File: config.mk
export PLATFORM = sky130hd
export DESIGN_NAME = gated_multichannel_moving_average
export DESIGN_NICKNAME = d
export VERILOG_FILES = /design/src/design/gmma_pkg.sv /design/src/design/gmma_ram.sv /design/src/design/gmma_front.sv /design/src/design/gmma_queue.sv /design/src/design/gmma_back.sv /design/src/design/gated_multichannel_moving_average.sv
export SDC_FILE = /design/constraint.sdc
export NUM_CORES = 2
export LEC_CHECK = 0
export BUFFER_PORTS_ARGS = -buffer_cell sky130_fd_sc_hd__buf_2
export CAP_MARGIN = 0
export CORE_MARGIN = 3
export CORE_UTILIZATION = 63
export CTS_CLUSTER_SIZE = 24
export DETAILED_ROUTE_END_ITERATION = 12
export GPL_ROUTABILITY_DRIVEN = 0
export GPL_TIMING_DRIVEN = 1
export HOLD_SLACK_MARGIN = 0.1
export PLACE_DENSITY_LB_ADDON = 0.05
export RECOVER_POWER = 25
export SYNTH_ARGS = -nofsm -noshare
export SYNTH_HDL_FRONTEND = slang
export SYNTH_SLANG_ARGS = --single-unit
File: constraint.sdc
create_clock -name clk_i -period 8.1 [get_ports clk_i]
set_clock_uncertainty 0.1 [all_clocks]
set_input_delay 1.215 -clock clk_i [delete_from_list [all_inputs] [get_ports clk_i]]
set_output_delay 1.215 -clock clk_i [all_outputs]
set_load 0.02 [all_outputs]
File: src/design/gmma_pkg.sv
package gmma_pkg;

  // field widths
  localparam int SAMPLE_W  = 13;
  localparam int CHAN_W    = 3;
  localparam int STATUS_W  = 2;
  localparam int COUNT_W   = 16;
  localparam int CFG_IDX_W = 1;

  // default geometry
  localparam int CHANNELS_DEF     = 5;
  localparam int BUFFER_DEPTH_DEF = 8;

  // limit register reset values, 1/16 degree units
  localparam logic signed [SAMPLE_W-1:0] LOW_LIMIT_RST  = -13'sd2016;
  localparam logic signed [SAMPLE_W-1:0] HIGH_LIMIT_RST = 13'sd2960;

  // error counter saturation point
  localparam logic [COUNT_W-1:0] FAULT_MAX = '1;

  typedef enum logic [STATUS_W-1:0] {
    STATUS_GOOD       = 2'd0,
    STATUS_DISCONN    = 2'd1,
    STATUS_SENSOR_ERR = 2'd2,
    STATUS_BAD_CHAN   = 2'd3
  } status_e;

  typedef enum logic [CFG_IDX_W-1:0] {
    CFG_LOW_LIMIT  = 1'b0,
    CFG_HIGH_LIMIT = 1'b1
  } cfg_idx_e;

  // classified request handed from the front end to the back end
  typedef struct packed {
    logic [CHAN_W-1:0]          chan;
    logic signed [SAMPLE_W-1:0] sample;
    status_e                    status;
  } item_t;

endpackage

File: src/design/gmma_ram.sv
module gmma_ram #(
  parameter int WIDTH = 13,
  parameter int DEPTH = 64,
  localparam int AddrW = (DEPTH > 1) ? $clog2(DEPTH) : 1
) (
  input  logic             clk_i,
  input  logic             we_i,
  input  logic [AddrW-1:0] waddr_i,
  input  logic [WIDTH-1:0] wdata_i,
  input  logic [AddrW-1:0] raddr_i,
  output logic [WIDTH-1:0] rdata_o
);

  logic [WIDTH-1:0] mem_q [DEPTH];
  logic [WIDTH-1:0] rdata_q;

  // one write port, one registered read port
  always_ff @(posedge clk_i) begin
    if (we_i) begin
      mem_q[waddr_i] <= wdata_i;
    end
    rdata_q <= mem_q[raddr_i];
  end

  assign rdata_o = rdata_q;

endmodule

File: src/design/gmma_front.sv
module gmma_front #(
  parameter int CHANNELS = gmma_pkg::CHANNELS_DEF
) (
  input  logic                                 clk_i,
  input  logic                                 rst_ni,
  input  logic                                 in_valid_i,
  output logic                                 in_ready_o,
  input  logic [gmma_pkg::CHAN_W-1:0]          channel_i,
  input  logic signed [gmma_pkg::SAMPLE_W-1:0] sample_i,
  input  logic                                 cfg_we_i,
  input  logic [gmma_pkg::CFG_IDX_W-1:0]       cfg_idx_i,
  input  logic signed [gmma_pkg::SAMPLE_W-1:0] cfg_wdata_i,
  input  logic                                 full_i,
  output logic                                 push_o,
  output gmma_pkg::item_t                      item_o
);

  import gmma_pkg::*;

  logic signed [SAMPLE_W-1:0] low_limit_q, low_limit_d;
  logic signed [SAMPLE_W-1:0] high_limit_q, high_limit_d;
  logic                       chan_ok;
  status_e                    status;

  // limit registers
  always_comb begin
    low_limit_d  = low_limit_q;
    high_limit_d = high_limit_q;
    if (cfg_we_i) begin
      unique case (cfg_idx_e'(cfg_idx_i))
        CFG_LOW_LIMIT:  low_limit_d  = cfg_wdata_i;
        CFG_HIGH_LIMIT: high_limit_d = cfg_wdata_i;
      endcase
    end
  end

  always_ff @(posedge clk_i or negedge rst_ni) begin
    if (!rst_ni) begin
      low_limit_q  <= LOW_LIMIT_RST;
      high_limit_q <= HIGH_LIMIT_RST;
    end else begin
      low_limit_q  <= low_limit_d;
      high_limit_q <= high_limit_d;
    end
  end

  // classify the sample, disconnected wins over sensor error
  assign chan_ok = (32'(channel_i) < CHANNELS);

  always_comb begin
    priority if (!chan_ok) begin
      status = STATUS_BAD_CHAN;
    end else if (sample_i < low_limit_q) begin
      status = STATUS_DISCONN;
    end else if (sample_i >= high_limit_q) begin
      status = STATUS_SENSOR_ERR;
    end else begin
      status = STATUS_GOOD;
    end
  end

  // hand the request to the queue
  assign in_ready_o    = !full_i;
  assign push_o        = in_valid_i && !full_i;
  assign item_o.chan   = channel_i;
  assign item_o.sample = sample_i;
  assign item_o.status = status;

endmodule

File: src/design/gmma_queue.sv
module gmma_queue (
  input  logic            clk_i,
  input  logic            rst_ni,
  input  logic            push_i,
  input  gmma_pkg::item_t item_i,
  output logic            full_o,
  input  logic            pop_i,
  output logic            valid_o,
  output gmma_pkg::item_t item_o
);

  import gmma_pkg::*;

  localparam int Depth = 2;
  localparam int PtrW  = $clog2(Depth);
  localparam int CntW  = $clog2(Depth + 1);

  item_t           slot_q [Depth];
  logic [PtrW-1:0] wr_ptr_q, wr_ptr_d;
  logic [PtrW-1:0] rd_ptr_q, rd_ptr_d;
  logic [CntW-1:0] count_q, count_d;

  // pointer and occupancy update
  always_comb begin
    wr_ptr_d = push_i ? wr_ptr_q + PtrW'(1) : wr_ptr_q;
    rd_ptr_d = pop_i ? rd_ptr_q + PtrW'(1) : rd_ptr_q;
    count_d  = count_q + CntW'(push_i) - CntW'(pop_i);
  end

  always_ff @(posedge clk_i or negedge rst_ni) begin
    if (!rst_ni) begin
      wr_ptr_q <= '0;
      rd_ptr_q <= '0;
      count_q  <= '0;
    end else begin
      wr_ptr_q <= wr_ptr_d;
      rd_ptr_q <= rd_ptr_d;
      count_q  <= count_d;
    end
  end

  // request storage
  always_ff @(posedge clk_i) begin
    if (push_i) begin
      slot_q[wr_ptr_q] <= item_i;
    end
  end

  assign full_o  = (count_q == CntW'(Depth));
  assign valid_o = (count_q != '0);
  assign item_o  = slot_q[rd_ptr_q];

endmodule

File: src/design/gmma_back.sv
module gmma_back #(
  parameter int CHANNELS     = gmma_pkg::CHANNELS_DEF,
  parameter int BUFFER_DEPTH = gmma_pkg::BUFFER_DEPTH_DEF
) (
  input  logic                                 clk_i,
  input  logic                                 rst_ni,
  input  logic                                 q_valid_i,
  input  gmma_pkg::item_t                      q_item_i,
  output logic                                 q_pop_o,
  output logic                                 out_valid_o,
  input  logic                                 out_ready_i,
  output logic [gmma_pkg::CHAN_W-1:0]          channel_out_o,
  output logic [gmma_pkg::STATUS_W-1:0]        status_o,
  output logic signed [gmma_pkg::SAMPLE_W-1:0] last_value_o,
  output logic signed [gmma_pkg::SAMPLE_W-1:0] average_o,
  output logic [gmma_pkg::COUNT_W-1:0]         error_count_o
);

  import gmma_pkg::*;

  localparam int ChW   = (CHANNELS > 1) ? $clog2(CHANNELS) : 1;
  localparam int ChxW  = (ChW > CHAN_W) ? ChW : CHAN_W;
  localparam int WpW   = (BUFFER_DEPTH > 1) ? $clog2(BUFFER_DEPTH) : 1;
  localparam int FillW = $clog2(BUFFER_DEPTH + 1);
  localparam int SumW  = SAMPLE_W + $clog2(BUFFER_DEPTH);
  localparam int CntW  = $clog2(SumW);
  localparam int AddrW = ChW + WpW;

  typedef enum logic [4:0] {
    ST_IDLE   = 5'b00001,
    ST_READ   = 5'b00010,
    ST_UPDATE = 5'b00100,
    ST_DIV    = 5'b01000,
    ST_DONE   = 5'b10000
  } state_e;

  state_e state_q, state_d;
  item_t  item_q;

  // per-channel state
  logic [WpW-1:0]             wp_q    [CHANNELS];
  logic [FillW-1:0]           fill_q  [CHANNELS];
  logic signed [SumW-1:0]     sum_q   [CHANNELS];
  logic signed [SAMPLE_W-1:0] good_q  [CHANNELS];
  logic [COUNT_W-1:0]         fault_q [CHANNELS];

  logic [ChxW-1:0]            chan_ext;
  logic [ChW-1:0]             cur_idx;
  logic [WpW-1:0]             wp_cur, wp_next;
  logic [FillW-1:0]           fill_cur, fill_good, fill_sel;
  logic signed [SumW-1:0]     sum_cur, sum_good, sum_sel;
  logic signed [SAMPLE_W-1:0] good_cur, old_sample;
  logic [COUNT_W-1:0]         fault_cur, fault_next;
  logic [SumW-1:0]            mag;
  logic                       is_good, buf_full;

  logic [AddrW-1:0]           ram_addr;
  logic [SAMPLE_W-1:0]        ram_rdata;
  logic                       ram_we;

  // divider
  logic [SumW-1:0]            quo_q, quo_next, quo_signed;
  logic [FillW-1:0]           rem_q, rem_next, div_q;
  logic [FillW:0]             trial, trial_diff;
  logic                       take, neg_q;
  logic [CntW-1:0]            cnt_q;

  // result registers
  logic [CHAN_W-1:0]          chan_out_q;
  status_e                    status_out_q;
  logic signed [SAMPLE_W-1:0] last_q, avg_q;
  logic [COUNT_W-1:0]         err_q;

  // channel being worked on
  assign chan_ext = ChxW'(item_q.chan);
  assign cur_idx  = (item_q.status == STATUS_BAD_CHAN) ? '0 : chan_ext[ChW-1:0];

  assign wp_cur    = wp_q[cur_idx];
  assign fill_cur  = fill_q[cur_idx];
  assign sum_cur   = sum_q[cur_idx];
  assign good_cur  = good_q[cur_idx];
  assign fault_cur = fault_q[cur_idx];

  // sample ring, one row per channel
  assign ram_addr = {cur_idx, wp_cur};
  assign ram_we   = (state_q == ST_UPDATE) && is_good;

  gmma_ram #(
    .WIDTH (SAMPLE_W),
    .DEPTH (1 << AddrW)
  ) u_ram (
    .clk_i   (clk_i),
    .we_i    (ram_we),
    .waddr_i (ram_addr),
    .wdata_i (item_q.sample),
    .raddr_i (ram_addr),
    .rdata_o (ram_rdata)
  );

  // ring and counter update
  always_comb begin
    is_good    = (item_q.status == STATUS_GOOD);
    buf_full   = (fill_cur == FillW'(BUFFER_DEPTH));
    old_sample = buf_full ? ram_rdata : '0;
    sum_good   = sum_cur - SumW'(old_sample) + SumW'(item_q.sample);
    fill_good  = buf_full ? fill_cur : fill_cur + FillW'(1);
    wp_next    = (wp_cur == WpW'(BUFFER_DEPTH - 1)) ? '0 : wp_cur + WpW'(1);
    fault_next = (fault_cur == FAULT_MAX) ? fault_cur : fault_cur + COUNT_W'(1);
    sum_sel    = is_good ? sum_good : sum_cur;
    fill_sel   = is_good ? fill_good : fill_cur;
    mag        = sum_sel[SumW-1] ? SumW'(-sum_sel) : SumW'(sum_sel);
  end

  // restoring divide step, one quotient bit per cycle
  always_comb begin
    trial      = {rem_q, quo_q[SumW-1]};
    trial_diff = trial - {1'b0, div_q};
    take       = (trial >= {1'b0, div_q});
    rem_next   = take ? trial_diff[FillW-1:0] : trial[FillW-1:0];
    quo_next   = {quo_q[SumW-2:0], take};
    quo_signed = neg_q ? SumW'(-quo_next) : quo_next;
  end

  // sequencer
  always_comb begin
    state_d = state_q;
    q_pop_o = 1'b0;
    unique case (state_q)
      ST_IDLE: begin
        if (q_valid_i) begin
          q_pop_o = 1'b1;
          state_d = (q_item_i.status == STATUS_BAD_CHAN) ? ST_DONE : ST_READ;
        end
      end
      ST_READ: begin
        state_d = ST_UPDATE;
      end
      ST_UPDATE: begin
        state_d = (fill_sel == '0) ? ST_DONE : ST_DIV;
      end
      ST_DIV: begin
        if (cnt_q == '0) begin
          state_d = ST_DONE;
        end
      end
      ST_DONE: begin
        if (out_ready_i) begin
          state_d = ST_IDLE;
        end
      end
      default: begin
        state_d = ST_IDLE;
      end
    endcase
  end

  always_ff @(posedge clk_i or negedge rst_ni) begin
    if (!rst_ni) begin
      state_q <= ST_IDLE;
    end else begin
      state_q <= state_d;
    end
  end

  // per-channel registers, cleared at reset
  always_ff @(posedge clk_i or negedge rst_ni) begin
    if (!rst_ni) begin
      for (int i = 0; i < CHANNELS; i++) begin
        wp_q[i]    <= '0;
        fill_q[i]  <= '0;
        sum_q[i]   <= '0;
        good_q[i]  <= '0;
        fault_q[i] <= '0;
      end
    end else if (state_q == ST_UPDATE) begin
      if (is_good) begin
        wp_q[cur_idx]   <= wp_next;
        fill_q[cur_idx] <= fill_good;
        sum_q[cur_idx]  <= sum_good;
        good_q[cur_idx] <= item_q.sample;
      end else begin
        fault_q[cur_idx] <= fault_next;
      end
    end
  end

  // working request, divider and result registers
  always_ff @(posedge clk_i) begin
    if (q_pop_o) begin
      item_q       <= q_item_i;
      chan_out_q   <= q_item_i.chan;
      status_out_q <= q_item_i.status;
      last_q       <= '0;
      avg_q        <= '0;
      err_q        <= '0;
    end
    if (state_q == ST_UPDATE) begin
      last_q <= is_good ? item_q.sample : good_cur;
      err_q  <= is_good ? fault_cur : fault_next;
      avg_q  <= '0;
      quo_q  <= mag;
      rem_q  <= '0;
      div_q  <= fill_sel;
      neg_q  <= sum_sel[SumW-1];
      cnt_q  <= CntW'(SumW - 1);
    end
    if (state_q == ST_DIV) begin
      quo_q <= quo_next;
      rem_q <= rem_next;
      cnt_q <= cnt_q - CntW'(1);
      if (cnt_q == '0) begin
        avg_q <= quo_signed[SAMPLE_W-1:0];
      end
    end
  end

  assign out_valid_o   = (state_q == ST_DONE);
  assign channel_out_o = chan_out_q;
  assign status_o      = status_out_q;
  assign last_value_o  = last_q;
  assign average_o     = avg_q;
  assign error_count_o = err_q;

endmodule

File: src/design/gated_multichannel_moving_average.sv
// Per-channel temperature filter. Each request carries a channel and a signed
// sample in 1/16 degree; the front end checks it against the two limit
// registers (below low_limit: disconnected, at or above high_limit: sensor
// error, channel past the last one: status 3 with zero fields) and drops it
// into a two-entry queue, so a new request is taken while the back end still
// works or holds a result. The back end reads the channel's ring slot from a
// sample RAM, updates the ring, running sum, last value and saturating error
// count, then divides the sum by the fill count with a restoring divider at
// one quotient bit per cycle (truncation toward zero, zero for an empty
// channel). A request passes ST_IDLE, ST_READ, ST_UPDATE, ST_DIV and ST_DONE;
// a bad channel goes from ST_IDLE straight to ST_DONE, and a fault on an
// empty channel skips ST_DIV. The per-channel registers clear at reset and
// the sample RAM has no clearing pass: a ring slot is only read back once
// the fill count shows it was written.
module gated_multichannel_moving_average #(
  parameter int CHANNELS     = gmma_pkg::CHANNELS_DEF,
  parameter int BUFFER_DEPTH = gmma_pkg::BUFFER_DEPTH_DEF
) (
  input  logic                                 clk_i,
  input  logic                                 rst_ni,
  input  logic                                 in_valid_i,
  output logic                                 in_ready_o,
  input  logic [gmma_pkg::CHAN_W-1:0]          channel_i,
  input  logic signed [gmma_pkg::SAMPLE_W-1:0] sample_i,
  output logic                                 out_valid_o,
  input  logic                                 out_ready_i,
  output logic [gmma_pkg::CHAN_W-1:0]          channel_out_o,
  output logic [gmma_pkg::STATUS_W-1:0]        status_o,
  output logic signed [gmma_pkg::SAMPLE_W-1:0] last_value_o,
  output logic signed [gmma_pkg::SAMPLE_W-1:0] average_o,
  output logic [gmma_pkg::COUNT_W-1:0]         error_count_o,
  input  logic                                 cfg_we_i,
  input  logic [gmma_pkg::CFG_IDX_W-1:0]       cfg_idx_i,
  input  logic signed [gmma_pkg::SAMPLE_W-1:0] cfg_wdata_i
);

  import gmma_pkg::*;

  item_t push_item, pop_item;
  logic  push, pop, q_full, q_valid;

  // classify and accept
  gmma_front #(
    .CHANNELS (CHANNELS)
  ) u_front (
    .clk_i       (clk_i),
    .rst_ni      (rst_ni),
    .in_valid_i  (in_valid_i),
    .in_ready_o  (in_ready_o),
    .channel_i   (channel_i),
    .sample_i    (sample_i),
    .cfg_we_i    (cfg_we_i),
    .cfg_idx_i   (cfg_idx_i),
    .cfg_wdata_i (cfg_wdata_i),
    .full_i      (q_full),
    .push_o      (push),
    .item_o      (push_item)
  );

  // decoupling queue
  gmma_queue u_queue (
    .clk_i   (clk_i),
    .rst_ni  (rst_ni),
    .push_i  (push),
    .item_i  (push_item),
    .full_o  (q_full),
    .pop_i   (pop),
    .valid_o (q_valid),
    .item_o  (pop_item)
  );

  // update, divide and hold the result
  gmma_back #(
    .CHANNELS     (CHANNELS),
    .BUFFER_DEPTH (BUFFER_DEPTH)
  ) u_back (
    .clk_i         (clk_i),
    .rst_ni        (rst_ni),
    .q_valid_i     (q_valid),
    .q_item_i      (pop_item),
    .q_pop_o       (pop),
    .out_valid_o   (out_valid_o),
    .out_ready_i   (out_ready_i),
    .channel_out_o (channel_out_o),
    .status_o      (status_o),
    .last_value_o  (last_value_o),
    .average_o     (average_o),
    .error_count_o (error_count_o)
  );

endmodule

### Word level (Yosys, flattened, before mapping)

Memories as Yosys holds them, arrays and structs flattened. A register that Yosys moved wholly into a read port is not among the register bits.
Index checks and enable logic that the tools add are counted.

| cells by class | value |
|---|---|
| reductions and logical operators | 15 |
| order comparisons | 6 |
| muxes and demuxes | 69 |
| bitwise logic cells | 3 |
| equal/unequal tests | 14 |
| $add $sub $neg | 13 |

Operators with widths:

| cell | count |
|---|---|
| two-way mux 16 bit | 13 |
| bitwise mux 80 bit | 2 |
| two-way mux 13 bit | 12 |
| binary-select mux 16 bit (select 3 bit) | 2 |
| bitwise mux 65 bit | 1 |
| demux 16 bit (select 3 bit) | 1 |
| two-way mux 4 bit | 10 |
| binary-select mux 13 bit (select 3 bit) | 1 |
| demux 13 bit (select 3 bit) | 1 |
| two-way mux 5 bit | 5 |
| case mux 5 bit (5 select lines) | 1 |
| bitwise mux 20 bit | 1 |
| adder 16 x 1 -> 16 bit, second input constant | 1 |
| adder 16 x 13 -> 16 bit | 1 |
| == test 16 bit, second input constant | 1 |
| negation 16 bit | 1 |
| subtractor 16 x 13 -> 16 bit | 1 |
| bitwise mux 15 bit | 1 |
| two-way mux 3 bit | 5 |
| greater-or-equal comparator 13 bit | 1 |
| < comparator 13 bit | 1 |
| negation 13 bit | 1 |
| binary-select mux 4 bit (select 3 bit) | 1 |
| demux 4 bit (select 3 bit) | 1 |
| other kinds (34) | 54 |

| storage, ports and cells | value |
|---|---|
| word-level logic and storage cells | 164 |
| bits in registers | 384 |
| bits in writable memories | 868 |
| input port bits | 35 |
| memories kept | 2 |
| output and inout port bits | 49 |

Memory list:

| name | words | width | read ports | clocked after Yosys merged registers in | wr ports | line | text |
|---|---|---|---|---|---|---|---|
| u_back.u_ram.mem_q | 64 | 13 | 1 | 1 | 1 | gmma_ram.sv:14 | `logic [WIDTH-1:0] mem_q [DEPTH];` |
| u_queue.slot_q | 2 | 18 | 1 | 0 | 1 | gmma_queue.sv:18 | `item_t slot_q [Depth];` |

### Depth between registers and ports, before layout

| depth | value |
|---|---|
| word-level depth | 15 |
| mapped depth | 27 |
| depth with buffers taken out | 20 |

### Cells and area by module

Synthesis repeated with hierarchy kept, for this count alone.

| unflattened totals | value |
|---|---|
| cell total of the unflattened synthesis | 3427 |
| area, all modules | 53448.8 um2 |

Modules (own cells, without submodules):

| module | instances | seq. area each (um2) | area each (um2) | cells an instance |
|---|---|---|---|---|
| gmma_ram | 1 | 25244.2 | 32344.8 | 1402 |
| gmma_back | 1 | 9175.0 | 17800.8 | 1772 |
| gmma_front | 1 | 660.6 | 1755.4 | 182 |
| gmma_queue | 1 | 1181.1 | 1547.7 | 71 |

### Worst setup path before layout

No wires, ideal clock.

| path | value |
|---|---|
| path type | register to register |
| start | register u_back.item_q, in the netlist u_back.chan_ext[1] |
| end | register u_back.quo_q[13], data pin |
| stages on the path, launching flop included | 25 |
| buffers on the path | 6 |
| period minus slack after synthesis | 6.055 ns |
| slack | 2.045 ns |
| arrival | 5.693 ns |
| data required time | 7.738 ns |
| library setup time | 0.262 ns |
| cells stage by stage | edfxtp_1 -> buf_4 -> buf_6 -> clkbuf_1 -> nor3_1 -> nand2_1 -> and3_1 -> clkbuf_1 -> ha_1 -> and3_1 -> clkbuf_1 -> and2_1 -> fa_1 -> inv_1 -> fa_1 -> a21o_1 -> a2111oi_2 -> xor2_1 -> nor2_1 -> a21o_1 -> or3_1 -> clkbuf_1 -> or3_1 -> o2111ai_1 -> nand2_1 |

| between the ends | value |
|---|---|
| cells in the longest elaborated chain, start to end | 14 |
| elaborated cells on any way between the ends | 17 |
| those cells by class | add/sub: 3; eq/ne: 1; mux: 12; bitwise: 1 |

RTL lines:

| item | line | text |
|---|---|---|
| start: declaration | gmma_back.sv:38 | `item_t item_q;` |
| start signal: assignment | gmma_back.sv:190 | `item_q <= q_item_i;` |
| two-way mux 3 bit * | gmma_back.sv:76 | `assign cur_idx = (item_q.status == STATUS_BAD_CHAN) ? '0 : chan_ext[ChW-1:0];` |
| NOT 3 -> 4 bit (implied by the code) * | gmma_back.sv:79, gmma_back.sv:80 |  |
| binary-select mux 4 bit (select 3 bit) | gmma_back.sv:79 | `assign fill_cur = fill_q[cur_idx];` |
| two-way mux 4 bit (implied by the code) (2 in a row) | gmma_back.sv:79 |  |
| == test 4 bit | gmma_back.sv:103 | `buf_full = (fill_cur == FillW'(BUFFER_DEPTH));` |
| two-way mux 13 bit | gmma_back.sv:104 | `old_sample = buf_full ? ram_rdata : '0;` |
| subtractor 16 x 13 -> 16 bit | gmma_back.sv:105 | `sum_good = sum_cur - SumW'(old_sample) + SumW'(item_q.sample);` |
| adder 16 x 13 -> 16 bit | gmma_back.sv:105 |  |
| two-way mux 16 bit * | gmma_back.sv:109 | `sum_sel = is_good ? sum_good : sum_cur;` |
| negation 16 bit | gmma_back.sv:111 | `mag = sum_sel[SumW-1] ? SumW'(-sum_sel) : SumW'(sum_sel);` |
| two-way mux 16 bit * | gmma_back.sv:111 |  |
| two-way mux 16 bit * | gmma_back.sv:197 | `if (state_q == ST_UPDATE) begin` |
| two-way mux 16 bit * | gmma_back.sv:207 | `if (state_q == ST_DIV) begin` |
| end signal: assignment | gmma_back.sv:201 | `quo_q <= mag;` |
| end signal: assignment | gmma_back.sv:208 | `quo_q <= quo_next;` |
| end: declaration | gmma_back.sv:62 | `logic [SumW-1:0] quo_q, quo_next, quo_signed;` |

Every way passes the cells marked *; elsewhere a longest branch is shown, timed or not. The select of a mux whose other input is x is not followed.
A chain may end at the register's enable or synchronous reset.

### Worst setup path after layout

| path | value |
|---|---|
| start | register u_back.item_q, in the netlist u_back.chan_ext[2] |
| end | register u_back.quo_q[13], data pin |

The elaborated chain is that of the path after synthesis.

==> run summary <==
Synth Area in Simple Gates - 8.48%
largest net degree at the start of global routing - 146
Worst setup SP type - flip-flop
Period minus WS final - 7.23 ns
multiplexer share of the synthesized area - 2.27%
DRT Pass-1 Iters - 6
R2R cell count - 19
post-route ant nets - 0
clock sink count - 1,265
post-cts resize count - 0
cell repeated most along the worst path - ha_1
Netlist Area Pre-Place - 52,200 µm²
Post-CTS Setup Bufs - 0
FFs w/ async S/R, synth - 23.3%
Seq/Total Area, Yosys - 69.4%
cell taking the most area after synthesis - edfxtp_1
final worst slack - 0.868 ns
NumNets Final - 4,333
crit-path leading delay family - simple AND/OR/NAND/NOR gates
vias in the first global route - 34,200
TritonCTS clock tree - built
Gate Count Post-Synth - 3,889
initial antenna violation count - 4
# rows - 104
Hold Path Class - flip-flop to flip-flop
most area-consuming cells after synthesis - edfxtp_1 (54%), dfrtp_1 (14%), nand2_1 (3.2%), o21ai_0 (3.2%), a22oi_1 (2.7%)
clock latency on the worst-skew pair - 0.71 ns
gr usage total - 34.0%
Vias - 35,500
setup TNS - 0 ns
Crit Path Max Fanout - 20
final setup fails - 0
number of flops mapped to enable cells by yosys - 944
core region area - 81,300 µm²
FF+latch count, synth - 1,265
Fin. Hold Viols - 0
HPWL Detailed - 87,500 µm
Crit-path slowest cell - edfxtp_1
Synth top area share - 54.3%
Power Density - 379 nW/µm²
FILL cells - 5,540
clk root buf - clkbuf_16
I/O pins - 84
Die Area - 86,400 µm²
share of cells above drive strength 1 - 12.0%
post-synthesis adder-cell area fraction - 1.93%
Syn-to-layout area delta - 12.4%
WL/cell - 27.1 µm
Slew @ Worst Pin - 5.31 ns
hold path cells - 2
FMAX - 0.138 GHz
Synth Flop Type - edfxtp_1
H-Tree Depth - 3
yosys warns - 0
Remaining DRCs - 0
post-layout util - 72.2%
max_slew headroom - -254%
combinational family with the most area after synthesis - compound AO/OA/AOI/OAI gates
leakage - 22.0 nW
Worst Path Required - 8.46 ns
stages on the worst setup path - 19
DIE WIDTH - 294 µm
global-route wire length before repair - 218,000 µm
placed cell area - 55,000 µm²
Place WS - 1.06 ns
clock buffer depth - 3
Setup CP Type - flip-flop to flip-flop
Max-Cap Viols - 4
CTS Buf Count - 121
final period utilization - 89.3%
syn_area_per_cell - 13.4 µm²
crit-path cells - a21bo_1, nor3_2, a221oi_1, ha_1, and3_1, and2_1, ha_1, inv_1, ha_1, fa_1, a21o_1, a2111oi_2, xor2_1, nor2_1, a21o_1, or3_1, or3_1, o2111ai_1, nand2_1
Peak supply drop - 0.567 mV
Post-CTS Hold Fix Bufs - 0
number of port buffers - 83
Post-Synth XOR/XNOR Area - 0.953%
Compound-Gate Fraction of Synth Area - 14.2%
CTS clk-pin slew, worst paths - 0.06 ns
CP Buf/Inv Count - 1
Post-Route WL - 146,000 µm
synth unique cells - 102
Initial DRC Count - 4,611
Final Cell Area - 58,700 µm²
DIE HEIGHT - 294 µm
Initial Util - 64.2%
outcome - finished, violations left
Worst setup EP type - flip-flop
RSZ-0062 raised after global routing - false
failing checks - capacitance limit, slew limit
biggest cell delay along the critical path - 0.81 ns
Worst EP arrival - 7.59 ns
grt total ovfl - 0
Max Slew Vio Count - 260
Via density - 6.59
-- stage by stage --
step           hold WS [ns]  cells  power (W)
2_1_floorplan         0.338   4161     0.0139
3_3_place_gp          0.330   5164     0.0165
3_5_place_dp          0.337   5164     0.0167
4_1_cts               0.351   5390     0.0220
5_1_grt               0.370   5390     0.0232
6_report              0.344   5391     0.0222
-- cell type report --
type	count	area (µm²)	area share [%]
Clock buffer	155	3190	5.42
Inverter	92	345	0.588
Clock inverter	71	566	0.963
Sequential cell	1265	36300	61.8
Timing Repair Buffer	193	1250	2.14
Antenna cell	1	2.50	0.00426
Tap cell	1060	1330	2.26
Multi-Input combinational cell	2554	15800	26.9
-- worst paths after layout --
path	start	endpoint	slack, ns
worst max register to register	u_back.chan_ext[2]	u_back.quo_q[13]	0.87
worst min register to register	u_back.average_o[7]	u_back.average_o[7]	0.34
worst min-delay path	u_back.average_o[7]	u_back.average_o[7]	0.34
min in group asynchronous	rst_ni	u_back.good_q[20]	2.35
max in group asynchronous	rst_ni	u_back.wp_q[6]	2.52
worst max-delay path	u_back.chan_ext[2]	u_back.quo_q[13]	0.87
-- logic make-up (layout without fill, tap and decap cells) --
family                   Yosys count  count (layout)
AND/OR/NAND/NOR                  947             947
AO/OA/AOI/OAI                   1097            1097
buffers and inverters            342             511
other                              1             274
XOR/XNOR                          56              56
multiplexers                     110             110
flip-flops                      1265            1265
adder cells (fa/ha/maj)           71              71
-- synth_stat cells, types with 20 or more instances --
master and n:
a22o_1 58, xor2_1 26, a21oi_1 122, buf_2 38, a22oi_1 186, ha_1 55
nand3_1 97, buf_1 20, nand4_1 21, mux2_2 67, nor2_1 127, a221oi_1 89
o21ai_0 332, and3_1 102, a2111oi_0 27, mux2i_1 43, nand2_1 452, clkbuf_1 174
a31oi_1 64, dfrtp_1 286, edfxtp_1 944, nor3_1 26, xnor2_1 29, inv_1 90
dfxtp_1 26, o22ai_1 37
-- routing by layer --
layer  vias up  GRT usage (%)  wire (µm)
li1      15300              -          -
met1     17700           49.1      57100
met2      2160           52.1      66500
met3       340           7.34      17100
met4         4           11.5       5360
met5         -              0         29
-- sequential cells by signal, indices dropped and copies added, names as in the netlist, 13 cells and up --
signal	cells
u_back.average_o	13
u_back.fill_q	20
u_back.sum_q	80
u_back.u_ram.rdata_o	13
u_back.last_value_o	13
u_front.high_limit_q	13
u_back.fault_q	80
u_back.error_count_o	16
u_back.quo_q	16
u_front.low_limit_q	13
u_queue.slot_q	36
u_back.good_q	65
u_back.wp_q	15
u_back.u_ram.mem_q	832
u_back.item_q	15
-- tightest hold or removal path: stages (launching register included) --
cell and delay, ns:
dfxtp_1 0.32, nand2_1 0.04, o21ai_0 0.05
-- cells in the final DEF (no fill, tap or decap), types with 18 or more instances in the layout --
cell,Yosys,routed
a21oi_1,122,122
nand3_1,97,96
and3_1,102,101
a31oi_1,64,64
ha_1,55,55
o22ai_1,37,37
xnor2_1,29,29
nor3_1,26,24
clkinv_1,0,24
edfxtp_1,944,944
a2111oi_0,27,26
a22oi_1,186,185
nand4_1,21,21
o21ai_0,332,332
and2_1,18,18
mux2_2,67,67
buf_4,10,102
clkbuf_1,174,53
nor2_1,127,96
buf_2,38,65
nor2_2,3,24
clkinv_2,0,33
mux2i_1,43,43
conb_1,1,273
xor2_1,26,26
dfxtp_1,26,26
a221oi_1,89,89
dfrtp_1,286,286
inv_1,90,90
nand2_1,452,446
clkbuf_16,0,121
a22o_1,58,58
-- report_power, final --
group	internal [W]	total [W]	switching [W]
Clock	0.00297	0.00537	0.00240
Combinational	0.00216	0.00774	0.00557
Sequential	0.00866	0.00912	0.000460
(Power assumes the default switching activity.)
